**config.mk**
```make
export PLATFORM = sky130hd
export DESIGN_NAME = dhkt_ctrl
export DESIGN_NICKNAME = d
export VERILOG_FILES = /design/src/rtl/core/dhkt_pkg.sv /design/src/rtl/core/dhkt_ctrl.sv
export SDC_FILE = /design/constraint.sdc
export NUM_CORES = 1
export LEC_CHECK = 0
export BUFFER_PORTS_ARGS = -buffer_cell sky130_fd_sc_hd__buf_4
export CORE_AREA = 5 5 42 44
export DETAILED_ROUTE_END_ITERATION = 7
export DIE_AREA = 0 0 47 49
export PLACE_DENSITY = 0.62
export SLEW_MARGIN = 20
export SYNTH_ARGS = -nofsm -noshare
export SYNTH_HDL_FRONTEND = slang
export SYNTH_SLANG_ARGS = --single-unit
```
**constraint.sdc**
```tcl
create_clock -name clk_i -period 1.18 [get_ports clk_i]
set_clock_uncertainty 0.2 [all_clocks]
set_input_delay 0.118 -clock clk_i [delete_from_list [all_inputs] [get_ports clk_i]]
set_output_delay 0.118 -clock clk_i [all_outputs]
set_load 0.1 [all_outputs]
```
**src/rtl/core/dhkt_pkg.sv**
```systemverilog
// Package with shared types, constants and codes for the double-hash key table.
package dhkt_pkg;

  localparam int unsigned CapacityDefault = 1024;
  localparam logic [9:0] SizeReset = 10'd127;
  localparam int unsigned MinShrinkSize = 64;

  localparam logic [1:0] TagEmpty = 2'd0;
  localparam logic [1:0] TagTomb  = 2'd1;
  localparam logic [1:0] TagLive  = 2'd2;

  localparam logic [1:0] OpLookup  = 2'd0;
  localparam logic [1:0] OpInsert  = 2'd1;
  localparam logic [1:0] OpRemove  = 2'd2;
  localparam logic [1:0] OpReplace = 2'd3;

  localparam logic [2:0] StOk       = 3'd0;
  localparam logic [2:0] StNotFound = 3'd1;
  localparam logic [2:0] StExists   = 3'd2;
  localparam logic [2:0] StNoFree   = 3'd3;
  localparam logic [2:0] StStale    = 3'd4;

  localparam logic [1:0] HintNone   = 2'd0;
  localparam logic [1:0] HintGrow   = 2'd1;
  localparam logic [1:0] HintShrink = 2'd2;

  // Commands from the controller to the datapath.
  typedef struct packed {
    logic load;       // capture request, start modulo reductions
    logic mod_step;   // one restoring-division step on both remainders
    logic probe_init; // index <- start
    logic rd_issue;   // issue read of current slot
    logic check;      // capture slot outcome, record first free slot
    logic advance;    // index <- index + step (mod size)
    logic wr_tag;     // write tag at write address
    logic wr_data;    // write key/hash at write address
    logic wr_value;   // write value at write address
    logic clr_step;   // clearing pass: write empty tag and advance
    logic finish;     // register result
  } dhkt_cmd_t;

  // Status from the datapath to the controller.
  typedef struct packed {
    logic mod_done;
    logic clr_done;
    logic is_live;
    logic is_empty;
    logic match;     // hash and key equal, valid with is_live
    logic lap_end;   // next index equals start
    logic has_free;
  } dhkt_stat_t;

endpackage

```
**src/rtl/core/dhkt_ctrl.sv**
```systemverilog
// Controller state machine sequencing clear, modulo, probe and update.
module dhkt_ctrl import dhkt_pkg::*; (
  input  logic        clk_i,
  input  logic        rst_ni,
  input  logic        in_valid_i,
  output logic        in_ready_o,
  output logic        out_valid_o,
  input  logic        out_ready_i,
  input  dhkt_stat_t  stat_i,
  input  logic [1:0]  op_i,
  input  logic        value_eq_i,
  output dhkt_cmd_t   cmd_o
);
  typedef enum logic [3:0] {
    StClear, StIdle, StMod, StInit, StRead, StCheck, StWrite, StFinal, StOut
  } state_e;

  state_e state_q;
  logic   found;
  logic   stop;
  logic   out_busy;

  assign found    = stat_i.is_live && stat_i.match;
  assign stop     = stat_i.is_empty || stat_i.lap_end;
  assign out_busy = out_valid_o && !out_ready_i;
  assign in_ready_o = (state_q == StIdle);

  always_comb begin
    cmd_o = '0;
    unique case (state_q)
      StClear: cmd_o.clr_step = 1'b1;
      StIdle:  cmd_o.load = in_valid_i;
      StMod:   cmd_o.mod_step = !stat_i.mod_done;
      StInit:  cmd_o.probe_init = 1'b1;
      StRead:  cmd_o.rd_issue = 1'b1;
      StCheck: begin
        cmd_o.check   = 1'b1;
        cmd_o.advance = !found && !stop;
      end
      StWrite: begin
        unique case (op_i)
          OpInsert:  begin cmd_o.wr_tag = 1'b1; cmd_o.wr_data = 1'b1;
                           cmd_o.wr_value = 1'b1; end
          OpRemove:  cmd_o.wr_tag = 1'b1;
          OpReplace: cmd_o.wr_value = 1'b1;
          default:   cmd_o = '0;
        endcase
      end
      StFinal: cmd_o.finish = !out_busy;
      default: cmd_o = '0;
    endcase
  end

  always_ff @(posedge clk_i or negedge rst_ni) begin
    if (!rst_ni) begin
      state_q     <= StClear;
      out_valid_o <= 1'b0;
    end else begin
      if (out_valid_o && out_ready_i && state_q != StFinal) out_valid_o <= 1'b0;
      unique case (state_q)
        StClear: if (stat_i.clr_done) state_q <= StIdle;
        StIdle:  if (in_valid_i) state_q <= StMod;
        StMod:   if (stat_i.mod_done) state_q <= StInit;
        StInit:  state_q <= StRead;
        StRead:  state_q <= StCheck;
        StCheck: begin
          if (found) begin
            unique case (op_i)
              OpRemove:  state_q <= StWrite;
              OpReplace: state_q <= value_eq_i ? StWrite : StFinal;
              default:   state_q <= StFinal;
            endcase
          end else if (stop) begin
            // An insert writes when a free slot was met, this one included.
            if (op_i == OpInsert && (stat_i.has_free || !stat_i.is_live)) state_q <= StWrite;
            else state_q <= StFinal;
          end else begin
            state_q <= StRead;
          end
        end
        StWrite: state_q <= StFinal;
        StFinal: begin
          if (!out_busy) begin
            out_valid_o <= 1'b1;
            state_q     <= StIdle;
          end
        end
        default: state_q <= StIdle;
      endcase
    end
  end
endmodule

```
[After elaboration in Yosys (flattened, before gate mapping)]
Cells that the tools add are included.
Storage, ports and cells
  output and inout port bits: 13
  bits of input ports: 14
  bits in registers: 5
Cells by class
  multiplexer cells: 24
  reductions and logical operators: 18
  equal/unequal tests: 15
Operators with widths (number)
  4-bit one-hot mux with 8 select lines: 1
  4-bit 2-to-1 mux: 6
  4-bit by 3-bit == test with 1-bit output, second input constant: 4
  1-bit 2-to-1 mux: 14
  4-bit by 2-bit == test with 1-bit output, second input constant: 2
  2-bit != test, second input constant: 4
  1-bit logical AND: 6
  1-bit zero test: 6
  2-bit == test, second input constant: 2
  4-bit by 1-bit == test with 1-bit output, second input constant: 1
  4-bit zero test: 1
  4-bit by 3-bit != test with 1-bit output, second input constant: 1
  4-bit AND reduction: 1
  2-bit OR reduction: 2
  3-bit 2-to-1 mux: 1
  2-bit by 1-bit == test with 1-bit output, second input constant: 1
  1-bit logical OR: 2
  2-bit 2-to-1 mux: 1
  1-bit one-hot mux with 2 select lines: 1

[Depth between registers and ports, before layout]
  word-level depth: 7
  gate-level depth with buffers: 6
  gate-level depth less buffers: 6

[Least setup slack after synthesis]
OpenSTA, ideal clock, no wires.
  path type: register -> output
  from: register state_q[2]
  to: output port cmd_o[7] (netlist name)
  stages on the path, launching flop included: 4
  arrival time: 2.673 ns
  path slack: -1.811 ns
  cells stage by stage: dfrtp_1 buf_2 inv_1 nor3_1
RTL lines
  start: declaration: RTL line dhkt_ctrl.sv:18  | state_e state_q;
  start signal: assignment: RTL line dhkt_ctrl.sv:56  | state_q <= StClear;
  start signal: assignment: RTL line dhkt_ctrl.sv:61  | StClear: if (stat_i.clr_done) state_q <= StIdle;
  start signal: assignment: RTL line dhkt_ctrl.sv:62  | StIdle: if (in_valid_i) state_q <= StMod;
  end: declaration: RTL line dhkt_ctrl.sv:12  | output dhkt_cmd_t cmd_o

==> out/results.ini <==
[outcome]
status=complete, but fails checks
violations=hold timing, setup timing

[sta]
relSlewSlack_pct=80.35
fin_crit_ps=1680
setup_ws_ps=-500.5
fin_hold_ws_ps=-16.28
clock.fmax_mhz=595.1
worst_pin_slew_ps=294.7
final.period_utilization_pct=142.4
finalSetupViolations=17
drv_slew=0
hold_viol_final=4
rsz0062_at_grt=yes

[yosys]
synth_top_cells_by_count=nor2_1, dfrtp_1, nand2_1
synthAdderAreaFrac_pct=9.868
yosys-top-cells-area=dfrtp_1, ha_1, nor2_1
synth_ff_type=dfrtp_1
synth_edf_count=0
post-synth-top-area-cell=dfrtp_1
synth.distinct_cells=23
yosysMostFrequentCell=nor2_1
synth_nets=68
synth_xor_area_share_pct=0
synth_top_family_by_area=simple AND/OR/NAND/NOR gates
synth_mux_area_share_pct=5.592
synthCells=51
ys_ff_latch=4
ys_seq_area_share_pct=26.32
synth_compound_area_share_pct=13.82
synth_area_um2=380.4
yosysTopAreaCellShare_pct=26.32
syn_area_per_cell_um2=7.458
async_flop_share_pct=100.0
synth_simple_gate_area_share_pct=38.16
yosys_warnings=0

[setup_path]
path_class=register to output pin
worstPathArrival_ps=1360
slowest_delay_ps=460
cpMaxStageDelayCell=dfrtp_2
cp.required_ps=860
critPathCaptureType=output pin
reg2reg_from=state_q[0]
crit_path_max_fanout=7
reg2reg_depth=6
crit_family=flip-flops
endpoint=cmd_o[9]
path_cells=nor2b_4 > nor3b_4 > buf_12
r2r_slack_ps=-250
timing.rr.end=state_q[2]
cp-start-kind=register
crit_path_start=state_q[0]
path_depth=3
crit_buf_inv=1

[clock_tree]
clock_latency_ps=260
clock-root-buffer=clkbuf_4
cts_tree=built
h-tree-depth=1
cts_buffers=3
clkTransAtPathRegs_ps=50
cts_sinks=4
cts_buffer_depth=2

[flow_run]
drv_cap=0

[drt]
drc=0
ant_nets=0
dr.pass1.iters=4
routedWlPerCell_um=16.13
vias=567
drt-total-wl_mm=1.839
vias_per_cell=4.974
drt_iter0_drc=5

[hold_path]
hp-class=primary input to asynchronous set/reset pin

[place]
place_ws_ps=-302.5
dp.cells=103
place.port_buffers=26
dp_hpwl_mm=1.044
gp_congestion=0.8462

[global_route]
grt_first_pass_wirelength_mm=2.684
grt_overflow=0
antenna_found_initial=0
groute.usage.overall_pct=16.29
first_global_vias=632
grt_max_degree=8

[power_and_ir_drop]
power_density_mw_per_mm2=3128
leakage_nw=0.4830
total_power_mw=3.484
irDropWorstVdd_v=0.002166

[finish]
final_cells=114
syn2layout_area_growth_pct=192.8
fill_cells=81
nets=116
drive_gt1_share_pct=77.55
diodes=0

[floorplanning]
ios=27
coreArea_mm2=0.001401
fp-row-count=14
fp.dieH_um=49
fp.dieW_um=47
die_area_mm2=0.002303
start_util_pct=27.14

==> timing repair <==
item                       CTS  global route
hold endpoints to repair     5             0
buffers inserted             2             4
resized for setup           46            14
setup endpoints to repair   16            17
cloned                       0             0
hold buffers                 2             0
pin swaps                    5             6
==> kinds of logic (layout without fill, tap and decap cells) <==
family | after synthesis | in the layout
and+or+nand+nor | 28 | 28
AOI/OAI and AO/OA | 9 | 9
buffers and inverters | 5 | 52
DFF | 4 | 4
adders and majority gates | 3 | 3
muxes | 2 | 2
==> state kept, by name (all words and copies together), names as in the netlist <==
register	cells
state_q	3
out_valid_o	1
==> power breakdown <==
| group | total, mW | internal (mW) | switching [mW] |
|---|---|---|---|
| sequential | 0.354 | 0.226 | 0.128 |
| clock | 0.220 | 0.129 | 0.0910 |
| combinational | 2.91 | 1.20 | 1.71 |
==> cells in the final DEF, fill, tap and decap left out, drive strengths merged, types with 2 or more instances in the layout <==
cell type,count
dfrtp,4
nor2b,2
clkbuf,4
and3,3
ha,3
nand3,2
dlygate4sd3,2
nor2,9
nand2b,2
inv,2
nor3,3
buf,43
o21ai,5
nand2,4
==> worst reg2reg max path, stage by stage, from the launching register on <==
cell     delay, ps
dfrtp_2        440
buf_4          160
nand3_4        100
nor2_4         150
buf_4          130
buf_4          100
a21oi_2         30
==> per-layer routing <==
metal / global-route usage (%) / share of wire (%) / up-vias
met4: 9.677 / 2.3 / 0
met1: 18.76 / 38 / 273
li1: - / - / 266
met5: 0 / 0 / -
met3: 2.952 / 4.8 / 5
met2: 26.47 / 54 / 23
==> how the worst min path moves through the flow <==
stage	startpoint	end	cells after the start
2_1_floorplan	rst_ni	state_q[0]	0
3_3_place_gp	rst_ni	out_valid_o	1
3_5_place_dp	rst_ni	out_valid_o	1
4_1_cts	rst_ni	out_valid_o	2
5_1_grt	rst_ni	out_valid_o	2
6_report	rst_ni	out_valid_o	2
==> area by class of cell <==
cell class	instances	area, um2	share of cell area, %
flip-flops and latches	4	107.6	9.663
well taps	16	20.02	1.798
repair buffers	45	528.0	47.42
inverters	3	15.01	1.348
clock buffers	4	26.28	2.360
multi-input cells	42	416.7	37.42
==> per-stage QoR <==
stage          util, %  hold slack, ps  area (um2)  TNS [ps]
5_1_grt          79.46          -3.144        1114     -6889
2_1_floorplan        -          -377.6       501.7     -5924
3_3_place_gp     55.98          -283.2       784.5     -3510
3_5_place_dp     55.98          -280.7       784.5     -3785
4_1_cts          73.75           10.38        1033     -5471
6_report         79.46          -16.28        1114     -6088
(Power assumes the default switching activity.)
